### config.mk
export PLATFORM = sky130hd
export DESIGN_NAME = combined_lcg_shuffle_rng
export DESIGN_NICKNAME = d
export VERILOG_FILES = /design/src/clsr_pkg.sv /design/src/clsr_ram.sv /design/src/clsr_mulmod.sv /design/src/clsr_post.sv /design/src/combined_lcg_shuffle_rng.sv
export SDC_FILE = /design/constraint.sdc
export NUM_CORES = 2
export LEC_CHECK = 0
export BUFFER_PORTS_ARGS = -buffer_cell sky130_fd_sc_hd__buf_2
export CORE_ASPECT_RATIO = 0.75
export CORE_MARGIN = 1.5
export CORE_UTILIZATION = 44
export CTS_CLUSTER_DIAMETER = 40
export DETAILED_ROUTE_END_ITERATION = 6
export SETUP_SLACK_MARGIN = 0.3
export SYNTH_ARGS = -nofsm -noshare
export SYNTH_HDL_FRONTEND = slang
export SYNTH_SLANG_ARGS = --single-unit
### constraint.sdc
create_clock -name clk_i -period 25.1 [get_ports clk_i]
set_input_delay 1.255 -clock clk_i [delete_from_list [all_inputs] [get_ports clk_i]]
set_output_delay 1.255 -clock clk_i [all_outputs]
set_load 0.02 [all_outputs]
### src/clsr_pkg.sv
// Shared constants and types of the combined LCG shuffle generator.
package clsr_pkg;

  // Shuffle table size and derived index widths
  localparam int unsigned TABLE_DEPTH = 32;
  localparam int unsigned SLOT_W      = $clog2(TABLE_DEPTH);
  localparam int unsigned SEED_STEPS  = TABLE_DEPTH + 8;
  localparam int unsigned STEP_W      = $clog2(SEED_STEPS);

  // Generator moduli and multipliers
  localparam logic [30:0] MOD1 = 31'd2147483563;
  localparam logic [30:0] MOD2 = 31'd2147483399;
  localparam logic [15:0] MUL1 = 16'd40014;
  localparam logic [15:0] MUL2 = 16'd40692;

  // 2^31 reduced by each modulus, for folding the high product bits
  localparam logic [7:0] FOLD1 = 8'(64'h8000_0000 - 64'(MOD1));
  localparam logic [7:0] FOLD2 = 8'(64'h8000_0000 - 64'(MOD2));

  localparam logic [30:0] SECOND_RESET = 31'd123456789;

  // Slot divisor and its fixed-point reciprocal
  localparam logic [30:0] SLOT_DIV =
    31'(64'd1 + (64'(MOD1) - 64'd2) / 64'(TABLE_DEPTH));
  localparam int unsigned RECIP_W = SLOT_W + 2;
  localparam logic [RECIP_W-1:0] RECIP =
    RECIP_W'(64'h1_0000_0000 / 64'(SLOT_DIV));

  // 2^32 - 2*MOD1, and the fraction ceiling
  localparam logic [7:0]  FRAC_FOLD = 8'(64'h1_0000_0000 - 64'd2 * 64'(MOD1));
  localparam logic [31:0] FRAC_MAX  = 32'd4294966780;

  // Request to the modular multiplier
  typedef struct packed {
    logic start;
    logic gen2;
  } mm_req_t;

endpackage

### src/clsr_ram.sv
// Generic single-port-write, single-port-read RAM with registered read data.
module clsr_ram #(
  parameter int unsigned WIDTH = 31,
  parameter int unsigned DEPTH = 32
) (
  input  logic                     clk_i,
  input  logic                     we_i,
  input  logic [$clog2(DEPTH)-1:0] waddr_i,
  input  logic [WIDTH-1:0]         wdata_i,
  input  logic                     re_i,
  input  logic [$clog2(DEPTH)-1:0] raddr_i,
  output logic [WIDTH-1:0]         rdata_o
);

  logic [WIDTH-1:0] mem_q [DEPTH];
  logic [WIDTH-1:0] rdata_q;

  // Write port
  always_ff @(posedge clk_i) begin
    if (we_i) begin
      mem_q[waddr_i] <= wdata_i;
    end
  end

  // Read port, hold data between reads
  always_ff @(posedge clk_i) begin
    if (re_i) begin
      rdata_q <= mem_q[raddr_i];
    end
  end

  assign rdata_o = rdata_q;

endmodule

### src/clsr_mulmod.sv
// Modular multiplier with a registered product, shared by both generators.
module clsr_mulmod import clsr_pkg::*; (
  input  logic        clk_i,
  input  logic        rst_ni,
  input  mm_req_t     req_i,
  input  logic [30:0] x_i,
  output logic        done_o,
  output logic [30:0] y_o
);

  logic [46:0] prod_d, prod_q;
  logic        gen2_q;
  logic        done_q;
  logic [15:0] hi;
  logic [31:0] sum;
  logic [7:0]  fold;
  logic [30:0] modv;

  // Multiply by the selected generator constant
  always_comb begin
    prod_d = 47'(x_i) * 47'(req_i.gen2 ? MUL2 : MUL1);
  end

  always_ff @(posedge clk_i or negedge rst_ni) begin
    if (!rst_ni) begin
      done_q <= 1'b0;
    end else begin
      done_q <= req_i.start;
    end
  end

  always_ff @(posedge clk_i) begin
    if (req_i.start) begin
      prod_q <= prod_d;
      gen2_q <= req_i.gen2;
    end
  end

  // Fold the bits above 2^31 back in, then one conditional subtract
  always_comb begin
    fold = gen2_q ? FOLD2 : FOLD1;
    modv = gen2_q ? MOD2 : MOD1;
    hi   = prod_q[46:31];
    sum  = 32'(prod_q[30:0]) + 32'(24'(hi) * 24'(fold));
    if (sum >= 32'(modv)) begin
      y_o = 31'(sum - 32'(modv));
    end else begin
      y_o = sum[30:0];
    end
  end

  assign done_o = done_q;

endmodule

### src/clsr_post.sv
// Two-stage pipeline from the last draw to its Q0.32 fraction and next slot.
module clsr_post import clsr_pkg::*; (
  input  logic              clk_i,
  input  logic              rst_ni,
  input  logic [30:0]       draw_i,
  output logic [31:0]       frac_o,
  output logic [SLOT_W-1:0] slot_o
);

  localparam int unsigned PW = 31 + RECIP_W;
  localparam int unsigned RW = SLOT_W + 32;

  logic [30:0]         d_q;
  logic [38:0]         t_q;
  logic [PW-1:0]       rp_q;
  logic [31:0]         frac_d, frac_q;
  logic [SLOT_W-1:0]   slot_d, slot_q;
  logic [7:0]          th;
  logic [31:0]         rsum;
  logic [8:0]          quo;
  logic [32:0]         frac_w;
  logic [RECIP_W-2:0]  q0;
  logic [RW-1:0]       rem;
  logic [RECIP_W-1:0]  qf;

  // Stage one: constant products of the draw
  always_ff @(posedge clk_i or negedge rst_ni) begin
    if (!rst_ni) begin
      d_q  <= '0;
      t_q  <= '0;
      rp_q <= '0;
    end else begin
      d_q  <= draw_i;
      t_q  <= 39'(draw_i) * 39'(FRAC_FOLD);
      rp_q <= PW'(draw_i) * PW'(RECIP);
    end
  end

  // Stage two: fraction = 2d + floor(170d / MOD1), saturated
  always_comb begin
    th     = t_q[38:31];
    rsum   = 32'(t_q[30:0]) + 32'(16'(th) * 16'(FOLD1));
    quo    = 9'(th) + 9'(rsum >= 32'(MOD1));
    frac_w = {1'b0, d_q, 1'b0} + 33'(quo);
    if (frac_w > 33'(FRAC_MAX)) begin
      frac_d = FRAC_MAX;
    end else begin
      frac_d = frac_w[31:0];
    end
  end

  // Stage two: slot = draw / SLOT_DIV via reciprocal, one correction, saturate
  always_comb begin
    q0  = rp_q[PW-1:32];
    rem = RW'(d_q) - RW'(q0) * RW'(SLOT_DIV);
    qf  = RECIP_W'(q0) + RECIP_W'(rem >= RW'(SLOT_DIV));
    if (qf > RECIP_W'(TABLE_DEPTH - 1)) begin
      slot_d = SLOT_W'(TABLE_DEPTH - 1);
    end else begin
      slot_d = qf[SLOT_W-1:0];
    end
  end

  always_ff @(posedge clk_i or negedge rst_ni) begin
    if (!rst_ni) begin
      frac_q <= '0;
      slot_q <= '0;
    end else begin
      frac_q <= frac_d;
      slot_q <= slot_d;
    end
  end

  assign frac_o = frac_q;
  assign slot_o = slot_q;

endmodule

### src/combined_lcg_shuffle_rng.sv
// Top level of the combined LCG generator with shuffle table.
//
// Each transfer in carries the caller's first-generator word; the block returns the advanced
// word, the shuffled draw and a saturated Q0.32 fraction. A positive word goes through the
// table read, two multiplies on the shared modular multiplier and the table write, then
// through the fraction and slot pipeline, and then loads the output register once that is
// free. A word of zero or less reseeds first: forty generator steps on the same multiplier,
// writing the shuffle RAM, then the settle states while the slot pipeline settles. A
// finished result waits in the output register while the next word is taken in. Table
// entries never written read as zero through per-entry valid bits cleared at reset.
module combined_lcg_shuffle_rng import clsr_pkg::*; (
  input  logic               clk_i,
  input  logic               rst_ni,
  input  logic               in_valid_i,
  output logic               in_stall_o,
  input  logic signed [31:0] gen_word_i,
  output logic               out_valid_o,
  input  logic               out_stall_i,
  output logic [30:0]        next_gen_word_o,
  output logic [30:0]        draw_o,
  output logic [31:0]        fraction_o
);

  localparam logic [3:0] S_IDLE      = 4'd0;
  localparam logic [3:0] S_SEED_MUL  = 4'd1;
  localparam logic [3:0] S_SEED_WAIT = 4'd2;
  localparam logic [3:0] S_SETTLE1   = 4'd3;
  localparam logic [3:0] S_SETTLE2   = 4'd4;
  localparam logic [3:0] S_DRAW1     = 4'd5;
  localparam logic [3:0] S_DRAW2     = 4'd6;
  localparam logic [3:0] S_DRAW3     = 4'd7;
  localparam logic [3:0] S_DRAW4     = 4'd8;
  localparam logic [3:0] S_POST1     = 4'd9;
  localparam logic [3:0] S_POST2     = 4'd10;
  localparam logic [3:0] S_OUT       = 4'd11;

  logic [3:0]             state_d, state_q;
  logic [STEP_W-1:0]      j_d, j_q;
  logic [30:0]            x_d, x_q;
  logic [30:0]            second_d, second_q;
  logic [30:0]            last_d, last_q;
  logic                   hit_d, hit_q;
  logic [TABLE_DEPTH-1:0] valid_d, valid_q;
  logic                   out_valid_d, out_valid_q;
  logic                   out_load;
  logic [30:0]            out_next_q, out_draw_q;
  logic [31:0]            out_frac_q;

  logic                   in_xfer;
  logic                   reseed;
  logic [31:0]            neg_word;
  logic [30:0]            seed;

  mm_req_t                mm_req;
  logic [30:0]            mm_x;
  logic                   mm_done;
  logic [30:0]            mm_y;

  logic                   ram_we;
  logic [SLOT_W-1:0]      ram_waddr;
  logic [30:0]            ram_wdata;
  logic                   ram_re;
  logic [30:0]            ram_rdata;

  logic [31:0]            post_frac;
  logic [SLOT_W-1:0]      post_slot;

  logic [30:0]            tv;
  logic [32:0]            diff;
  logic [32:0]            mixed;

  // Shuffle table storage
  clsr_ram #(
    .WIDTH (31),
    .DEPTH (TABLE_DEPTH)
  ) u_table (
    .clk_i   (clk_i),
    .we_i    (ram_we),
    .waddr_i (ram_waddr),
    .wdata_i (ram_wdata),
    .re_i    (ram_re),
    .raddr_i (post_slot),
    .rdata_o (ram_rdata)
  );

  // Shared generator step
  clsr_mulmod u_mulmod (
    .clk_i  (clk_i),
    .rst_ni (rst_ni),
    .req_i  (mm_req),
    .x_i    (mm_x),
    .done_o (mm_done),
    .y_o    (mm_y)
  );

  // Fraction and slot from the last draw
  clsr_post u_post (
    .clk_i  (clk_i),
    .rst_ni (rst_ni),
    .draw_i (last_q),
    .frac_o (post_frac),
    .slot_o (post_slot)
  );

  // Input decode: seed is the magnitude mod 2^31, zero becomes one
  assign in_stall_o = (state_q != S_IDLE);
  assign in_xfer    = in_valid_i && !in_stall_o;
  assign reseed     = gen_word_i[31] || (gen_word_i == 32'sd0);
  assign neg_word   = 32'd0 - 32'(gen_word_i);
  assign seed       = (neg_word[30:0] == 31'd0) ? 31'd1 : neg_word[30:0];

  // Combine the slot entry with the second generator, wrap below one
  always_comb begin
    tv    = hit_q ? ram_rdata : 31'd0;
    diff  = {2'b00, tv} - {2'b00, second_q};
    mixed = diff;
    if (diff[32] || (diff == 33'd0)) begin
      mixed = diff + 33'(MOD1 - 31'd1);
    end
  end

  // Sequencer
  always_comb begin
    state_d   = state_q;
    j_d       = j_q;
    x_d       = x_q;
    second_d  = second_q;
    last_d    = last_q;
    hit_d     = hit_q;
    valid_d   = valid_q;
    out_load  = 1'b0;
    mm_req    = '0;
    mm_x      = x_q;
    ram_we    = 1'b0;
    ram_waddr = post_slot;
    ram_wdata = x_q;
    ram_re    = 1'b0;

    case (state_q)
      S_IDLE: begin
        if (in_xfer) begin
          j_d = STEP_W'(SEED_STEPS - 1);
          if (reseed) begin
            x_d      = seed;
            second_d = seed;
            state_d  = S_SEED_MUL;
          end else begin
            x_d     = gen_word_i[30:0];
            state_d = S_DRAW1;
          end
        end
      end
      S_SEED_MUL: begin
        mm_req.start = 1'b1;
        state_d      = S_SEED_WAIT;
      end
      S_SEED_WAIT: begin
        // Fill the table from the top slot down during the last steps
        x_d = mm_y;
        if (j_q < STEP_W'(TABLE_DEPTH)) begin
          ram_we    = 1'b1;
          ram_waddr = j_q[SLOT_W-1:0];
          ram_wdata = mm_y;
          valid_d[j_q[SLOT_W-1:0]] = 1'b1;
        end
        if (j_q == '0) begin
          last_d  = mm_y;
          state_d = S_SETTLE1;
        end else begin
          j_d     = j_q - 1'b1;
          state_d = S_SEED_MUL;
        end
      end
      S_SETTLE1: begin
        state_d = S_SETTLE2;
      end
      S_SETTLE2: begin
        state_d = S_DRAW1;
      end
      S_DRAW1: begin
        // Advance the first generator, read the slot picked by the last draw
        mm_req.start = 1'b1;
        ram_re       = 1'b1;
        hit_d        = valid_q[post_slot];
        state_d      = S_DRAW2;
      end
      S_DRAW2: begin
        x_d          = mm_y;
        mm_req.start = 1'b1;
        mm_req.gen2  = 1'b1;
        mm_x         = second_q;
        state_d      = S_DRAW3;
      end
      S_DRAW3: begin
        second_d = mm_y;
        state_d  = S_DRAW4;
      end
      S_DRAW4: begin
        // Replace the slot with the new first-generator word
        last_d    = mixed[30:0];
        ram_we    = 1'b1;
        ram_waddr = post_slot;
        ram_wdata = x_q;
        valid_d[post_slot] = 1'b1;
        state_d   = S_POST1;
      end
      S_POST1: begin
        state_d = S_POST2;
      end
      S_POST2: begin
        state_d = S_OUT;
      end
      S_OUT: begin
        if (!out_valid_q || !out_stall_i) begin
          out_load = 1'b1;
          state_d  = S_IDLE;
        end
      end
      default: begin
        state_d = S_IDLE;
      end
    endcase
  end

  // Output register: drop on transfer, set on load
  always_comb begin
    out_valid_d = out_valid_q;
    if (out_valid_q && !out_stall_i) begin
      out_valid_d = 1'b0;
    end
    if (out_load) begin
      out_valid_d = 1'b1;
    end
  end

  always_ff @(posedge clk_i or negedge rst_ni) begin
    if (!rst_ni) begin
      state_q     <= S_IDLE;
      j_q         <= '0;
      second_q    <= SECOND_RESET;
      last_q      <= '0;
      valid_q     <= '0;
      out_valid_q <= 1'b0;
    end else begin
      state_q     <= state_d;
      j_q         <= j_d;
      second_q    <= second_d;
      last_q      <= last_d;
      valid_q     <= valid_d;
      out_valid_q <= out_valid_d;
    end
  end

  always_ff @(posedge clk_i) begin
    x_q   <= x_d;
    hit_q <= hit_d;
  end

  // Hold the result payload until the next load
  always_ff @(posedge clk_i) begin
    if (out_load) begin
      out_next_q <= x_q;
      out_draw_q <= last_q;
      out_frac_q <= post_frac;
    end
  end

  assign out_valid_o     = out_valid_q;
  assign next_gen_word_o = out_next_q;
  assign draw_o          = out_draw_q;
  assign fraction_o      = out_frac_q;

  // A delivered draw is never zero
  a_draw_nonzero: assert property (@(posedge clk_i) disable iff (!rst_ni)
    out_valid_o |-> (draw_o != 31'd0))
    else $error("draw of zero delivered");

  // The fraction never passes its ceiling
  a_frac_sat: assert property (@(posedge clk_i) disable iff (!rst_ni)
    out_valid_o |-> (fraction_o <= FRAC_MAX))
    else $error("fraction above ceiling");

  // Multiplier results only land where the sequencer consumes them
  a_mm_done: assert property (@(posedge clk_i) disable iff (!rst_ni)
    mm_done |-> (state_q == S_SEED_WAIT || state_q == S_DRAW2 || state_q == S_DRAW3))
    else $error("multiplier result not consumed");

  // The second generator is reduced before it is mixed
  a_second_reduced: assert property (@(posedge clk_i) disable iff (!rst_ni)
    (state_q == S_DRAW4) |-> (second_q < MOD2))
    else $error("second generator not reduced at mix");

endmodule

==> results.ini <==
[placed_design]
pre_cts_ws_ns = 15.37
port_buffers = 131
dp.cells = 8601
place_congestion = 0.966
dp_hpwl_um = 167000

[critical_path]
r2r_end = u_mulmod.prod_q[34]
crit_top_cell = fa_1
critical-path-slowest-cell = a221oi_1
slowest_delay_ns = 0.75
crit-reg2reg-launch = state_q[0]
cp-start-kind = register
worstRegToRegCells = 30
endpoint_kind = register
r2r_slack_ns = 15.20
crit_required_ns = 25.61
timing_worst_setup_path_type = register to register
crit_arrival_ns = 10.40
critPathMaxFanout = 79

[logic_synthesis]
synth_cells = 6149
async_flop_share_pct = 14.9
ys_types = 101
synth-seq-area-share_pct = 50.4
avgSynthCellArea_um2 = 13.3
yosys_warnings = 0
synth_ff_type = edfxtp_1
synth_seq_cells = 1405
yosysTopAreaCell = edfxtp_1
syn_nets = 7143
synth_edf_count = 1196
synth_most_common_cell = edfxtp_1
synth_commonest_cells = edfxtp_1 (1196), inv_1 (847), ha_1 (490)
synth_top_cell_area_share_pct = 44.0
syn_area_um2 = 81600
synth.area.top_cells = edfxtp_1 (44%), fa_1 (11%), ha_1 (7.5%)

[clock_network]
cts_tree = built
clk_pin_slew_ns = 0.06
clkLatencyLatePin_ns = 0.85
post_cts_buffers = 0
cts_buffers = 166
htree_levels = 4
cts.path.max_buffers = 3
post_cts_resize_count = 0
cts_num_sinks = 1405
cts_root_buf = clkbuf_16
cts_hold_buf = 0

[global_route]
grt_max_degree = 129
overflow = 0
grtUsageTotal_pct = 25.7
grt_pass1_wl_um = 353000
antenna_found_initial = 34
grt_pass1_vias = 51238

[finish]
finalNonFillerCells = 8914
fin_nets = 7348
drive_gt1_share_pct = 14.2
utilization_pct = 49.8
syn2layout_area_growth_pct = 12.0

[routing]
finalWirelength_um = 241000
drt_first_pass_iters = 6
wl_per_cell_um = 27.0
ant_nets = 0
vias_per_cell = 5.89
vias = 52491
drc = 0
dr.first_iter.drc_count = 6177

[sta]
fin_skew_ns = 0.0571
fmax_mhz = 101
worst_pin_slew_ns = 1.30
maxSlewHeadroom_pct = 13.3
rsz0062_at_grt = false
tns_ns = 0
setup_slack_ns = 15.20
hold_viol = 0
fin_crit_sh_pct = 39.4
setup_viol = 0
maxSlewViolCount = 0
finalCriticalPeriod_ns = 9.90

[die]
core_area_um2 = 184000
dieHeight_um = 376
die_area_um2 = 188000
rows = 136
dieWidth_um = 500
initial_core_util_pct = 44.4
ios = 132

[run]
max_cap_viol_count = 0

[hold_path]
worstHoldPathType = input port to asynchronous set/reset pin

[outcome]
status = finished clean

## per-stage QoR
stage / cell area [um2] / hold slack [ns]
finish: 91400 / 0.387
CTS: 91400 / 0.355
detailed placement: 85800 / 0.404
global route: 91400 / 0.397
global placement: 85800 / 0.401
floorplan: 81600 / 0.396
## cell families after synthesis
family	Yosys count	share of synthesized area [%]
DFF	1405	50.4
buffers and inverters	1047	4.85
muxes	278	7.34
adders and majority gates	958	19.0
and+or+nand+nor	1179	7.17
xor gates and xnor gates	268	2.88
AOI/OAI and AO/OA	1013	8.34
other	1	0.00459
## cell usage in the layout, fill, tap and decap left out, drive strengths merged, types with 74 or more instances in the layout
cell	synthesis	routed
xnor2	161	161
o21ai	171	171
dfrtp	193	193
inv	847	881
nand2	294	294
nor3	74	74
xor2	107	107
a22oi	146	146
a21o	124	124
mux4	256	256
edfxtp	1196	1196
a21oi	240	240
clkbuf	159	187
fa	468	468
nor2	305	305
ha	490	490
nand3	76	76
buf	41	237
## worst max-delay path, delay by kind of cell (launching register included)
kind            cells  cell delay, ns
fa+ha+maj           7            3.32
buf+inv             6            1.42
xor+xnor            1            0.65
compound gates      9            2.00
flops               1            0.51
simple gates        7            1.58
## sequential cells by signal, summed over array words and instances, names as in the netlist
| register | cells |
|---|---|
| draw_o | 31 |
| u_post.frac_o | 32 |
| next_gen_word_o | 31 |
| out_valid_o | 1 |
| u_mulmod.prod_q | 46 |
| j_q | 6 |
| fraction_o | 32 |
| u_table.rdata_o | 31 |
| u_table.mem_q | 992 |
| hit_q | 1 |
| u_post.rp_q | 29 |
| last_q | 31 |
| u_mulmod.gen2_q | 1 |
| state_q | 4 |
| u_post.slot_o | 5 |
| x_q | 31 |
| u_post.t_q | 38 |
| valid_q | 32 |
| second_q | 31 |
## cell type report
type                       count  area, um2
clock buffer                 187       4280
tap                         2415       3020
timing repair buffer         237       1470
inverter                     847       3180
clock inverter               119       1370
antenna                        7       17.5
multi-input combinational   3697      36900
sequential                  1405      41200
fill                       15972      92300
## metal layers
layer,vias to the layer above,track usage (%),part of all wire (%)
met5,-,0,0.088
met4,26,5.49,1.9
met3,344,6.37,9.9
met2,2388,36.3,42
met1,27047,39.6,46
li1,22686,-,-
## how the worst max path moves through the flow
| stage | from | endpoint | slack [ns] | cells past startpoint |
|---|---|---|---|---|
| 2_1_floorplan | u_mulmod.gen2_q | u_table.mem_q[0][6] | 16.71 | 24 |
| 3_3_place_gp | state_q[0] | u_mulmod.prod_q[34] | 15.58 | 30 |
| 3_5_place_dp | state_q[0] | u_mulmod.prod_q[34] | 15.37 | 30 |
| 4_1_cts | state_q[0] | u_mulmod.prod_q[34] | 15.33 | 30 |
| 5_1_grt | state_q[0] | u_mulmod.prod_q[34] | 14.47 | 30 |
| 6_report | state_q[0] | u_mulmod.prod_q[34] | 15.20 | 30 |
Power is left out: the tool's default activity adds up to more than one toggle a clock period on the data nets, which glitch-free logic cannot reach.
